--- config.mk ---
export PLATFORM = sky130hd
export DESIGN_NAME = tsc_mul
export DESIGN_NICKNAME = d
export VERILOG_FILES = /design/src/sv/tsc_pkg.sv /design/src/sv/tsc_mul.sv
export SDC_FILE = /design/constraint.sdc
export NUM_CORES = 2
export LEC_CHECK = 0
export BUFFER_PORTS_ARGS = -buffer_cell sky130_fd_sc_hd__buf_4
export CAP_MARGIN = 10
export CORE_ASPECT_RATIO = 1.1
export CORE_MARGIN = 8
export CORE_UTILIZATION = 59
export CTS_CLUSTER_SIZE = 30
export DETAILED_ROUTE_END_ITERATION = 8
export HOLD_SLACK_MARGIN = 0.08
export PLACE_DENSITY = 0.83
export RECOVER_POWER = 25
export SYNTH_ARGS = -nofsm -noshare
export SYNTH_HDL_FRONTEND = slang
export SYNTH_SLANG_ARGS = --single-unit
export TNS_END_PERCENT = 5
--- constraint.sdc ---
create_clock -name clock -period 7.9 [get_ports clock]
set_input_delay 1.975 -clock clock [delete_from_list [all_inputs] [get_ports clock]]
set_output_delay 1.975 -clock clock [all_outputs]
set_load 0.005 [all_outputs]
--- src/sv/tsc_pkg.sv ---
package tsc_pkg;

   localparam int MAX_PLANES = 2;
   localparam int FRAC_BITS  = 16;

   // point and register widths
   localparam int PT_W      = 32;
   localparam int NORM_W    = 16;
   localparam int NORM_FRAC = 14;
   localparam int WIN_W     = 64;
   localparam int NVEC_W    = 3 * NORM_W;
   localparam int PCNT_W    = 2;
   localparam int CSR_IDX_W = 3;
   localparam int PIDX_W    = (MAX_PLANES > 1) ? $clog2(MAX_PLANES) : 1;

   // constraint values (plane values in Q.30 need about 51 bits)
   localparam int G_W = 52;

   // cut parameter: -1 .. ONE+1
   localparam int T_W = FRAC_BITS + 2;
   localparam logic signed [T_W-1:0] T_ONE   = T_W'(64'd1 << FRAC_BITS);
   localparam logic signed [T_W-1:0] T_NEG1  = T_W'(-1);
   localparam logic signed [T_W-1:0] T_ABOVE = T_ONE + T_W'(1);

   // shared multiplier operands
   localparam int MA_W = PT_W + 1;
   localparam int MB_W = (T_W > NORM_W) ? T_W : NORM_W;
   localparam int MP_W = MA_W + MB_W;
   localparam logic signed [MP_W:0] MIX_HALF = (MP_W+1)'(64'd1 << (FRAC_BITS - 1));

   // register indexes
   localparam logic [CSR_IDX_W-1:0] REG_TIME_WINDOW   = 3'd0;
   localparam logic [CSR_IDX_W-1:0] REG_ENERGY_WINDOW = 3'd1;
   localparam logic [CSR_IDX_W-1:0] REG_PLANE_COUNT   = 3'd2;
   localparam logic [CSR_IDX_W-1:0] REG_PLANE0_NORMAL = 3'd3;
   localparam logic [CSR_IDX_W-1:0] REG_PLANE0_OFFSET = 3'd4;
   localparam logic [CSR_IDX_W-1:0] REG_PLANE1_NORMAL = 3'd5;
   localparam logic [CSR_IDX_W-1:0] REG_PLANE1_OFFSET = 3'd6;

   localparam logic [WIN_W-1:0] WIN_RESET = 64'h7FFF_FFFF_8000_0000;

   typedef struct packed {
      logic                  done;
      logic signed [T_W-1:0] quo;
   } div_rsp_type;

endpackage

--- src/sv/tsc_mul.sv ---
module tsc_mul (
   input  logic                                clock,
   input  logic signed [tsc_pkg::MA_W-1:0]     op_a,
   input  logic signed [tsc_pkg::MB_W-1:0]     op_b,
   output logic signed [tsc_pkg::MP_W-1:0]     prod
);

   logic signed [tsc_pkg::MP_W-1:0] prod_ff;
   logic signed [tsc_pkg::MP_W-1:0] prod_in;

   assign prod_in = tsc_pkg::MP_W'(op_a) * tsc_pkg::MP_W'(op_b);

   always_ff @(posedge clock) begin
      prod_ff <= prod_in;
   end

   assign prod = prod_ff;

endmodule

==> metrics <==
htree depth=2; crit path buf inv count=6; GRT overflow=0; max-cap viol count=0; critical path's slowest cell=fa_1; area leader, netlist=fa_1; Yosys top cell area share=0.5333; largest net degree at the start of global routing=29; Die Ht=approximately 220 µm; GP Congestion=about 1; post-synthesis register bit count=51; Starting Density=0.5951; Hold/Removal Path Class=in -> reg; Worst Setup Start Kind=input port; Reg clk slew, reported paths=0.08 ns; setup violators final=0; Crit path top cell by count=fa_1; share of cells above drive strength 1=0.1387; fin crit share=0.9939; CTS Buffer Depth=2; Area Growth Syn to Fin=14.02%; CTS tree=yes; final setup TNS=0 ns; drt drc=0; # IOs=roughly 100; ordered list of cells on the worst path=buf_4, buf_6, nand2_1, fa_1, fa_1, fa_1, inv_1, fa_1, fa_1, inv_1, fa_1, inv_1, ha_4, a21oi_1, o21ai_2, o2111a_1, nor3_2, buf_4, or4_4, a21oi_4, o21a_2, o211a_1, a2111o_1; crit end category=flip-flop; placed instance area=about 24,000 µm²; clk sinks=51; Rows=between 70 and 80; CTS Root Cell=clkbuf_16; hold_buf cts=0; warning count from the yosys run=0; largest stage delay on the critical path=0.54 ns; dominant cells by area after synthesis=fa_1 53%, inv_1 11%, ha_1 7.2%; library cells used by synthesis=51; Final Instance Area=between 20,000 and 25,000 µm²; Post-Synthesis Cells=between 2,000 and 2,500; Synth Area per Inst=around 9.1 µm²; drt pass-1 iters=6; worst slew pin tran=0.5104 ns; Post-synth EDFFs=0; slew margin rel.=0.6587; max FFs per register=51; final slew viol count=0; DRT Wirelength=55.36 mm; Worst Path Required=slightly above 8 ns; Post-DRT Antenna Nets=0; vias in the first global route=between 15,000 and 20,000; Hold Fails Final Rpt=0; crit path time final=approximately 7.9 ns; synthesized area=21,360 µm²; outcome=finished, final reports clean; CP top delay family=adder cells; Net count, final=between 3,000 and 4,000; post-synthesis sequential area ratio=0.04780; Setup CP Type=in -> reg; IO Port Bufs=102; # diodes=0; CTS buffer count=5; prevailing post-synth register cell=dfxtp_1; vias=16,270; drt via density=between 5 and 6; syn_nets=about 3,100; asr flop ratio synth=0; RSZ-0062 raised after global routing=yes; DR WL/cell=about 18 µm; post-DP HPWL=48.40 mm; initial DRC count=between 900 and 1,000; core area=around 36,000 µm²; final core occ=0.6785; total die area=42,560 µm²; initial antenna violation count=1; die width=between 150 and 200 µm; Worst EP arrival=8.09 ns; first-pass GRT wire length=92.05 mm; Max FO, Critical Path=9; all-layer global routing usage=0.2737; top cells by count, synth=621 x inv_1, 569 x fa_1, 363 x nand2_1, 230 x and2_1, 123 x ha_1; filler instances=roughly 2,700; top-count cell post-synth=inv_1; FMAX=approximately 0.13 GHz
[path summary, 6_finish.rpt]
path	startpoint	endpoint	slack (ns)	depth (start not counted)
max	op_b[3]	prod[44]$_DFF_P_	0.05	23
min	op_a[0]	prod[0]$_DFF_P_	2.10	3
[cell families after synthesis]
group,count (synthesis),synth area share
flops,51,0.04780
buf+inv,728,0.1279
xor+xnor,49,0.02009
mux,2,0.0009372
fa+ha+maj,692,0.6053
compound gates,138,0.04370
simple gates,691,0.1542
[metrics by stage]
stage / hold WS, ns / setup slack, ns / cells
CTS: 2.086 / 0.01128 / 3054
detailed placement: 2.356 / -0.6164 / 3046
global route: 2.118 / -0.1355 / 3054
global placement: 2.358 / -0.4687 / 3046
finish: 2.102 / 0.04828 / 3054
floorplan: 2.097 / 0.006867 / 2351
[tightest hold or removal path, cell delays in order]
cell    delay (ns)
buf_4         0.08
buf_4         0.20
and2_1        0.15
[layer usage]
layer / global-route usage / up-vias / share of wire
met5: 0 / - / 0.00023
met4: 0.1388 / 2 / 0.056
met3: 0.05619 / 216 / 0.072
met2: 0.4875 / 679 / 0.52
met1: 0.3057 / 8229 / 0.35
li1: - / 7141 / -
[what timing repair did]
item | 4_1_cts | 5_1_grt
cloned | 0 | 0
buffers inserted | 0 | 2
setup endpoints to repair | 6 | 13
resized for setup | 13 | 35
pin swaps | 7 | 11
[cell usage in the layout (no fill, tap or decap), drive strengths merged, types with 4 or more instances in the layout]
cell type,Yosys,routed
a21o,18,18
a21oi,45,45
a31oi,7,7
and2,230,230
and3,7,7
buf,0,293
clkbuf,107,28
dfxtp,51,51
fa,569,569
ha,123,123
inv,621,621
nand2,363,363
nand2b,10,10
nand3,8,8
nand4,6,6
nor2,46,46
nor3,8,8
o21a,10,10
o21ai,21,21
o21bai,5,5
o31a,4,4
xnor2,38,38
xor2,11,11
[area by class of cell]
type                            count  area [µm²]  share of cell area
Clock buffer                        6       128.9            0.005291
Clock inverter                      2       12.51           0.0005137
Inverter                          621        2331             0.09571
Multi-Input combinational cell   1572       17750              0.7289
Sequential cell                    51        1021             0.04192
Tap cell                          487       609.3             0.02502
Timing Repair Buffer              315        2501              0.1027
Power is left out: the tool's default activity adds up to more than one toggle a clock period on the data nets, which glitch-free logic cannot reach.
