`src/sv/tsc_pkg.sv`:
```
package tsc_pkg;

   localparam int MAX_PLANES = 2;
   localparam int FRAC_BITS  = 16;

   // point and register widths
   localparam int PT_W      = 32;
   localparam int NORM_W    = 16;
   localparam int NORM_FRAC = 14;
   localparam int WIN_W     = 64;
   localparam int NVEC_W    = 3 * NORM_W;
   localparam int PCNT_W    = 2;
   localparam int CSR_IDX_W = 3;
   localparam int PIDX_W    = (MAX_PLANES > 1) ? $clog2(MAX_PLANES) : 1;

   // constraint values (plane values in Q.30 need about 51 bits)
   localparam int G_W = 52;

   // cut parameter: -1 .. ONE+1
   localparam int T_W = FRAC_BITS + 2;
   localparam logic signed [T_W-1:0] T_ONE   = T_W'(64'd1 << FRAC_BITS);
   localparam logic signed [T_W-1:0] T_NEG1  = T_W'(-1);
   localparam logic signed [T_W-1:0] T_ABOVE = T_ONE + T_W'(1);

   // shared multiplier operands
   localparam int MA_W = PT_W + 1;
   localparam int MB_W = (T_W > NORM_W) ? T_W : NORM_W;
   localparam int MP_W = MA_W + MB_W;
   localparam logic signed [MP_W:0] MIX_HALF = (MP_W+1)'(64'd1 << (FRAC_BITS - 1));

   // register indexes
   localparam logic [CSR_IDX_W-1:0] REG_TIME_WINDOW   = 3'd0;
   localparam logic [CSR_IDX_W-1:0] REG_ENERGY_WINDOW = 3'd1;
   localparam logic [CSR_IDX_W-1:0] REG_PLANE_COUNT   = 3'd2;
   localparam logic [CSR_IDX_W-1:0] REG_PLANE0_NORMAL = 3'd3;
   localparam logic [CSR_IDX_W-1:0] REG_PLANE0_OFFSET = 3'd4;
   localparam logic [CSR_IDX_W-1:0] REG_PLANE1_NORMAL = 3'd5;
   localparam logic [CSR_IDX_W-1:0] REG_PLANE1_OFFSET = 3'd6;

   localparam logic [WIN_W-1:0] WIN_RESET = 64'h7FFF_FFFF_8000_0000;

   typedef struct packed {
      logic                  done;
      logic signed [T_W-1:0] quo;
   } div_rsp_type;

endpackage

```
`src/sv/tsc_div.sv`:
```
module tsc_div (
   input  logic                              clock,
   input  logic                              reset,
   input  logic                              start,
   input  logic signed [tsc_pkg::G_W-1:0]    num,
   input  logic signed [tsc_pkg::G_W-1:0]    den,
   output tsc_pkg::div_rsp_type              rsp
);

   localparam int CNT_W = $clog2(tsc_pkg::FRAC_BITS + 1);
   localparam int R_W   = tsc_pkg::G_W - 1;

   logic                  busy_ff, busy_in;
   logic                  done_ff, done_in;
   logic [CNT_W-1:0]      cnt_ff, cnt_in;
   logic [R_W-1:0]        r_ff, r_in;
   logic [R_W-1:0]        d_ff, d_in;
   logic [tsc_pkg::FRAC_BITS-1:0] q_ff, q_in;
   logic signed [tsc_pkg::T_W-1:0] quo_ff, quo_in;
   logic [tsc_pkg::G_W-1:0] r_shift;
   logic [tsc_pkg::G_W-1:0] d_ext;

   // restoring division, one quotient bit per cycle; num < den on entry
   always_comb begin
      busy_in = busy_ff;
      done_in = 1'b0;
      cnt_in  = cnt_ff;
      r_in    = r_ff;
      d_in    = d_ff;
      q_in    = q_ff;
      quo_in  = quo_ff;
      r_shift = {r_ff, 1'b0};
      d_ext   = {1'b0, d_ff};
      if (start) begin
         priority if (num < 0) begin
            quo_in  = tsc_pkg::T_NEG1;
            done_in = 1'b1;
         end else if (num > den) begin
            quo_in  = tsc_pkg::T_ABOVE;
            done_in = 1'b1;
         end else if (num == den) begin
            quo_in  = tsc_pkg::T_ONE;
            done_in = 1'b1;
         end else begin
            r_in    = num[R_W-1:0];
            d_in    = den[R_W-1:0];
            q_in    = '0;
            cnt_in  = CNT_W'(tsc_pkg::FRAC_BITS);
            busy_in = 1'b1;
         end
      end else if (busy_ff) begin
         if (r_shift >= d_ext) begin
            r_in = R_W'(r_shift - d_ext);
            q_in = {q_ff[tsc_pkg::FRAC_BITS-2:0], 1'b1};
         end else begin
            r_in = R_W'(r_shift);
            q_in = {q_ff[tsc_pkg::FRAC_BITS-2:0], 1'b0};
         end
         cnt_in = cnt_ff - CNT_W'(1);
         if (cnt_ff == CNT_W'(1)) begin
            busy_in = 1'b0;
            done_in = 1'b1;
            quo_in  = tsc_pkg::T_W'({2'b00, q_in});
         end
      end
   end

   always_ff @(posedge clock) begin
      if (reset) begin
         busy_ff <= 1'b0;
         done_ff <= 1'b0;
         cnt_ff  <= '0;
      end else begin
         busy_ff <= busy_in;
         done_ff <= done_in;
         cnt_ff  <= cnt_in;
      end
      r_ff   <= r_in;
      d_ff   <= d_in;
      q_ff   <= q_in;
      quo_ff <= quo_in;
   end

   assign rsp.done = done_ff;
   assign rsp.quo  = quo_ff;

endmodule

```
`config.mk`:
```
export PLATFORM = sky130hd
export DESIGN_NAME = tsc_div
export DESIGN_NICKNAME = d
export VERILOG_FILES = /design/src/sv/tsc_pkg.sv /design/src/sv/tsc_div.sv
export SDC_FILE = /design/constraint.sdc
export NUM_CORES = 1
export LEC_CHECK = 0
export CAP_MARGIN = 20
export CORE_AREA = 2 2 170 172
export DETAILED_ROUTE_END_ITERATION = 8
export DIE_AREA = 0 0 172 174
export DONT_BUFFER_PORTS = 1
export GPL_TIMING_DRIVEN = 0
export PLACE_DENSITY = 0.62
export SLEW_MARGIN = 0
export SYNTH_ARGS = -nofsm -noshare
export SYNTH_HDL_FRONTEND = slang
export SYNTH_SLANG_ARGS = --single-unit
```
`constraint.sdc`:
```
create_clock -name clock -period 20.9 [get_ports clock]
set_input_delay 4.18 -clock clock [delete_from_list [all_inputs] [get_ports clock]]
set_output_delay 4.18 -clock clock [all_outputs]
set_load 0.05 [all_outputs]
```
==> flow_summary.toml, run 1 <==
[outcome]
status = "complete, no violations"

[detailed_routing]
firstDrtPassIters = 5
drt_iter0_drc = 573
vias = 7564
wl_per_cell_um = 18.1
post_drt_via_cell_ratio = 5.21
ant_nets = 0
drc = 0
drt_wl_total_mm = 26.3

[synth]
synth_edf_count = 135
seq_area_frac_synth_pct = 41.0
ys_seq_elements = 142
syn_avg_cell_area_um2 = 9.89
syn-num-nets = 1248
ys.flop_type = "edfxtp_1"
yosys_warnings = 0
synth_area_um2 = 10200
netlist_instances = 1035
synthArstFlopShare_pct = 0
synth.distinct_cells = 76

[pwr]
comb_power_share_pct = 30.0
leakage_uw = 0.00482
finalPower_uw = 984
seq_power_share_pct = 38.0
power_switching_uw = 344
cellPowerDensity_nw_per_um2 = 86.5
p_int_uw = 639
vdd_drop_max_v = 0.0000491
switching_share_pct = 35.0
power.share.clock_pct = 31.9

[timing]
finalSetupViolCount = 0
clock_skew_ns = 0.0111
rsz0062_at_grt = "no"
fmax_ghz = 0.127
setup_tns_ns = 0
fin_crit_sh_pct = 37.6
slew_viol_final = 0
hold_viol = 0
tightest_slew_ns = 0.919
max-slew-margin-rel_pct = 38.7
period_needed_ns = 7.86

[cells_and_area]
final_cell_mix = "inv_1, edfxtp_1, ha_1, a21oi_1, nor2_1"
final_layout_size_suffix_gt1_share_pct = 11.2
area_growth_pct = 11.0
fillers = 2826
finalNetCount = 1268
num_antenna_cells = 0

[floorplanning]
fp-row-count = 62
die_h_um = 174
dieArea_um2 = 29900
start_util_pct = 36.3
die_w_um = 172
coreArea_um2 = 28200
num_io_pins = 126

[clocking]
root_buffer = "clkbuf_16"
cts_resized = 0
cts_tree = "done"
cts_inserted_buffers = 17
cts_sinks = 142
holdBufCountCts = 0
clkLatencyLatePin_ns = 0.44
htree_num_levels = 4
cts_setup_buffers = 0
cts_buffer_depth = 2
clkTransAtPathRegs_ns = 0.08

[setup_path]
cpPeakStageDelay_ns = 0.70
r2r_start = "r_ff[15]$_DFFE_PP_"
cp_max_fo = 58
end_kind = "flip-flop"
cp.required_ns = 21.00
critical_path_arrival_ns = 7.97
worstSetupEndpoint = "r_ff[21]$_DFFE_PP_"
crit_type = "in2reg"
worst-r2r-cell-count = 14
path_cells = "inv_1 > ha_1 > a21o_1 > a21o_1 > a21oi_1 > o211ai_1 > a221oi_1 > o211ai_1 > xor2_1 > and3b_1 > clkbuf_4 > nand2b_4 > buf_16"
cp-start-kind = "input port"
r2r_slack_ns = 17.42
slowest_stage = "clkbuf_4"
r2r_end = "r_ff[39]$_DFFE_PP_"
startpoint = "den[45]"

[placement]
place.gp.congestion = 0.873
numPortBuffers = 0
dp_hpwl_mm = 20.2

[grt]
grt_pass1_vias = 7597
antenna_found_initial = 0
grt-ovfl-total = 0
track_usage_pct = 17.9
grt_max_degree = 59
grt_pass1_wl_mm = 41.0

[min_path]
hp-class = "reg2reg"

[run]
drv_cap = 0
## power by group through the flow
stage / Clock [µW] / Sequential (µW) / Combinational, µW
after floorplan: 0 / 377 / 232
after global placement: 0 / 382 / 288
after detailed placement: 0 / 380 / 294
after CTS: 321 / 374 / 295
after global routing: 333 / 377 / 332
final: 314 / 374 / 295
## metal layers
metal | track usage, % | vias up | routed length (µm)
li1 | - | 3770 | -
met5 | 0 | - | 0
met4 | 4.94 | 0 | 471
met3 | 4.44 | 26 | 1630
met1 | 22.9 | 3596 | 11700
met2 | 30.0 | 172 | 12500
## sequential cells by signal, indices dropped and copies added, names as in the netlist
signal and cells:
busy_ff 1, cnt_ff 5, d_ff 51, r_ff 51, q_ff 15, done_ff 1, quo_ff 18
## kinds of logic (layout without fill, tap and decap cells)
family,Yosys count,count (layout),synth area share (%)
and+or+nand+nor,252,252,12.9
AOI/OAI and AO/OA,273,273,17.5
buffers and inverters,174,207,7.13
muxes,39,39,4.33
adders and majority gates,106,106,13.0
xor gates and xnor gates,49,49,4.19
DFF,142,142,41.0
## cell type report
| type | count | area [µm²] | share of cell area, % |
|---|---|---|---|
| clock buffer | 17 | 425 | 3.74 |
| multi-input combinational | 719 | 5320 | 46.8 |
| buffer | 39 | 226 | 1.99 |
| inverter | 135 | 507 | 4.46 |
| sequential | 142 | 4190 | 36.9 |
| timing repair buffer | 1 | 27.5 | 0.242 |
| clock inverter | 15 | 181 | 1.60 |
| tap | 384 | 480 | 4.23 |
## worst max-delay path, delay by kind of cell
| kind | cells | cell delay (ns) |
|---|---|---|
| buffers and inverters | 3 | 1.02 |
| and+or+nand+nor | 2 | 0.61 |
| xor gates and xnor gates | 1 | 0.25 |
| adders and majority gates | 1 | 0.27 |
| AOI/OAI and AO/OA | 6 | 1.57 |
## worst min-delay path by stage
stage / startpoint / endpoint / slack, ns / cells past startpoint
floorplan: cnt_ff[4]$_SDFFE_PP0P_ / cnt_ff[4]$_SDFFE_PP0P_ / 0.44 / 1
finish: cnt_ff[4]$_SDFFE_PP0P_ / cnt_ff[4]$_SDFFE_PP0P_ / 0.49 / 1
detailed placement: cnt_ff[4]$_SDFFE_PP0P_ / cnt_ff[4]$_SDFFE_PP0P_ / 0.47 / 1
global route: cnt_ff[4]$_SDFFE_PP0P_ / cnt_ff[4]$_SDFFE_PP0P_ / 0.52 / 1
global placement: cnt_ff[4]$_SDFFE_PP0P_ / cnt_ff[4]$_SDFFE_PP0P_ / 0.46 / 1
CTS: cnt_ff[4]$_SDFFE_PP0P_ / cnt_ff[4]$_SDFFE_PP0P_ / 0.49 / 1
## synth_stat cells (all sizes together), types with 2 or more instances
master / number / area share, %
buf: 21 / 1.5
a21o: 42 / 3.1
xor2: 21 / 1.8
o221ai: 3 / 0.26
clkbuf: 18 / 0.66
xnor2: 28 / 2.4
edfxtp: 135 / 40
a21boi: 4 / 0.29
nor2b: 25 / 1.5
nor2: 63 / 2.3
nand3b: 4 / 0.29
ha: 105 / 13
o21ai: 51 / 2.5
mux2i: 6 / 0.59
mux2: 33 / 3.7
a311oi: 2 / 0.23
a31oi: 5 / 0.45
nand3: 13 / 0.68
o21bai: 6 / 0.44
or2: 16 / 0.98
a41oi: 2 / 0.24
o211ai: 11 / 0.81
nor4: 4 / 0.31
a41o: 2 / 0.20
a31o: 3 / 0.26
nand4: 24 / 1.5
o41ai: 2 / 0.24
o21a: 11 / 0.82
and4b: 2 / 0.20
a21oi: 100 / 5.0
and2: 3 / 0.18
o31a: 4 / 0.35
nor3: 17 / 0.98
and4: 2 / 0.17
a211oi: 5 / 0.37
nand2b: 8 / 0.49
nor3b: 8 / 0.59
nand2: 51 / 1.9
and3: 3 / 0.18
inv: 135 / 5.0
a221oi: 6 / 0.57
a221o: 7 / 0.68
dfxtp: 7 / 1.4
or3: 6 / 0.37
## through the flow
step                      util (%)  hold WS, ns  cells  instance area [µm²]  setup slack (ns)
after global routing          40.2        0.515   1452                11400             12.82
after CTS                     40.2        0.488   1452                11400             12.98
after floorplan                  -        0.444   1035                10200             11.32
after detailed placement      38.1        0.473   1420                10800             12.54
after global placement        38.0        0.463   1419                10700              8.73
final                         40.2        0.485   1452                11400             13.04
Note: power is estimated with default switching activity, not from simulation.
==> run 2: changes to the inputs <==
--- a/config.mk
+++ b/config.mk
@@ -5,10 +5,11 @@
 export SDC_FILE = /design/constraint.sdc
 export NUM_CORES = 1
 export LEC_CHECK = 0
+export ABC_AREA = 1
 export CAP_MARGIN = 20
-export CORE_AREA = 2 2 170 172
+export CORE_AREA = 2 2 179 181
 export DETAILED_ROUTE_END_ITERATION = 8
-export DIE_AREA = 0 0 172 174
+export DIE_AREA = 0 0 181 183
 export DONT_BUFFER_PORTS = 1
 export GPL_TIMING_DRIVEN = 0
 export PLACE_DENSITY = 0.62
==> constraint.sdc (replaced) <==
create_clock -name clock -period 7.95 [get_ports clock]
set_input_delay 1.59 -clock clock [delete_from_list [all_inputs] [get_ports clock]]
set_output_delay 1.59 -clock clock [all_outputs]
set_load 0.05 [all_outputs]
==> run 2 against run 1 <==
Critical path depth is 3 lower; largest cell class unchanged; hold slack got worse by 0.0041 ns; global-route usage is 3.9 points higher; core utilization shrank 0.22 points.
==> flow_summary.toml, run 2 <==
[clocking]
cts_sinks = 142
cts_buffer_depth = 2
clkTransAtPathRegs_ns = 0.07
cts_resized = 0
cts_tree = "done"
holdBufCountCts = 0
root_buffer = "clkbuf_16"
clkLatencyLatePin_ns = 0.46
cts_setup_buffers = 0
cts_inserted_buffers = 17
htree_num_levels = 4

[setup_path]
path_cells = "inv_1 > ha_1 > nand4_1 > nor2_1 > nand3b_1 > nor3_1 > nor2_1 > nand3_1 > nand3_2 > inv_4"
cp-start-kind = "input port"
cp_max_fo = 66
end_kind = "flip-flop"
crit_type = "in2reg"
crit_top_cell = "nor2_1"
cp.required_ns = 8.03
slowest_stage = "inv_4"
critical_path_arrival_ns = 4.57
cpPeakStageDelay_ns = 0.72

[cells_and_area]
fillers = 3303
area_growth_pct = 10.1
num_antenna_cells = 0
fin_area_um2 = 12500
final_common_cell = "nand2_1"
largestRegisters = "d_ff x51, r_ff x51, quo_ff x18"
final_layout_size_suffix_gt1_share_pct = 5.43
final_util_pct = 40.0
final_cell_mix = "nand2_1, inv_1, nor2_1, edfxtp_1, ha_1"
finalNetCount = 1765

[timing]
fmax_ghz = 0.223
setup_tns_ns = 0
rsz0062_at_grt = "no"
slew_viol_final = 0
period_needed_ns = 4.49
clock_skew_ns = 0.0179
tightest_slew_ns = 0.885
fin_crit_sh_pct = 56.5
hold_viol = 0
max-slew-margin-rel_pct = 41.0
finalSetupViolCount = 0

[detailed_routing]
drt_wl_total_mm = 35.6
ant_nets = 0
drc = 0
firstDrtPassIters = 5
drt_iter0_drc = 668
post_drt_via_cell_ratio = 5.15
vias = 10100
wl_per_cell_um = 18.1

[floorplanning]
dieArea_um2 = 33100
coreArea_um2 = 31200
start_util_pct = 36.4
die_w_um = 181
num_io_pins = 126
fp-row-count = 65
die_h_um = 183

[grt]
track_usage_pct = 21.8
grt_pass1_wl_mm = 55.5
grt_max_degree = 67
grt-ovfl-total = 0
grt_pass1_vias = 10100
antenna_found_initial = 0

[synth]
synth_top_area_cell = "edfxtp_1"
seq_area_frac_synth_pct = 36.9
syn_avg_cell_area_um2 = 7.41
yosys.area.top_type_share_pct = 35.7
synth.distinct_cells = 46
ys.flop_type = "edfxtp_1"
synthArstFlopShare_pct = 0
synth_area_um2 = 11400
synth_common_cells = "nand2_1, inv_1, nor2_1"
yosysMostFrequentCell = "nand2_1"
netlist_instances = 1532
ys_seq_elements = 142
synth_top_cells_by_area = "edfxtp_1, nand2_1, ha_1"
yosys_warnings = 0
synth_edf_count = 135
syn-num-nets = 1745

[pwr]
finalPower_uw = 2670
vdd_drop_max_v = 0.000148
cellPowerDensity_nw_per_um2 = 214
leakage_uw = 0.00581

[placement]
dp_hpwl_mm = 28.5
numPortBuffers = 0
placed_cell_area_um2 = 11900
place.gp.congestion = 0.984

[outcome]
status = "complete, no violations"

[run]
drv_cap = 0

[min_path]
hp-class = "reg2reg"
[run 2: cell count changes in the layout (fill, tap and decap cells not counted), moves of 30 or more]
| cell | previous run | this run |
|---|---|---|
| nand2_1 | 51 | 402 |
| inv_1 | 135 | 263 |
| nand3_1 | 12 | 93 |
| nor2_1 | 62 | 142 |
| a21o_1 | 42 | 8 |
| mux2_2 | 30 | 0 |
[run 2: through the flow]
step	worst slack [ns]	cells	hold WS (ns)
finish	3.46	1967	0.481
global route	3.33	1967	0.504
CTS	3.52	1967	0.482
detailed placement	3.06	1935	0.470
global placement	1.70	1934	0.464
floorplan	3.27	1532	0.453
[run 2: worst paths after layout]
check / slack [ns] / from / cells after the start / end
min: 0.48 / busy_ff$_SDFFE_PP0P_ / 2 / busy_ff$_SDFFE_PP0P_
min reg2reg: 0.48 / busy_ff$_SDFFE_PP0P_ / 2 / busy_ff$_SDFFE_PP0P_
max reg2reg: 4.60 / r_ff[24]$_DFFE_PP_ / 10 / r_ff[3]$_DFFE_PP_
max: 3.46 / den[35] / 10 / r_ff[20]$_DFFE_PP_
[run 2: power by group]
group          total (µW)  internal [µW]  switching [µW]
clock                 833            428             405
combinational         863            290             572
sequential            976            915            60.8
total                2670           1630            1040
[run 2: worst max-delay path, delay by kind of cell]
family | cells | cell delay (ns)
AND/OR/NAND/NOR | 7 | 1.86
buffers and inverters | 2 | 0.74
adder cells (fa/ha/maj) | 1 | 0.31
[run 2: kinds of logic (layout without fill, tap and decap cells)]
kind of cell | count (synthesis) | in the layout | synth area share [%]
buf+inv | 304 | 337 | 10.6
simple gates | 728 | 728 | 27.5
fa+ha+maj | 106 | 106 | 11.7
flops | 142 | 142 | 36.9
compound gates | 217 | 217 | 10.6
xor+xnor | 35 | 35 | 2.70
[run 2: metal layers]
metal,wire length (µm),vias up,share of wire [%],global-route usage (%)
li1,-,5045,-,-
met1,16400,4724,46,29.1
met5,0,-,0,0
met4,634,0,1.8,6.47
met2,16100,330,45,35.7
met3,2380,33,6.7,4.75
[run 2: cell type report]
class	instances	area (µm²)	share of cell area [%]
Tap cell	402	503	4.02
Sequential cell	142	4190	33.5
Buffer	32	184	1.47
Clock buffer	17	425	3.40
Timing Repair Buffer	1	20.0	0.160
Clock inverter	15	193	1.54
Inverter	272	1020	8.19
Multi-Input combinational cell	1086	5960	47.7
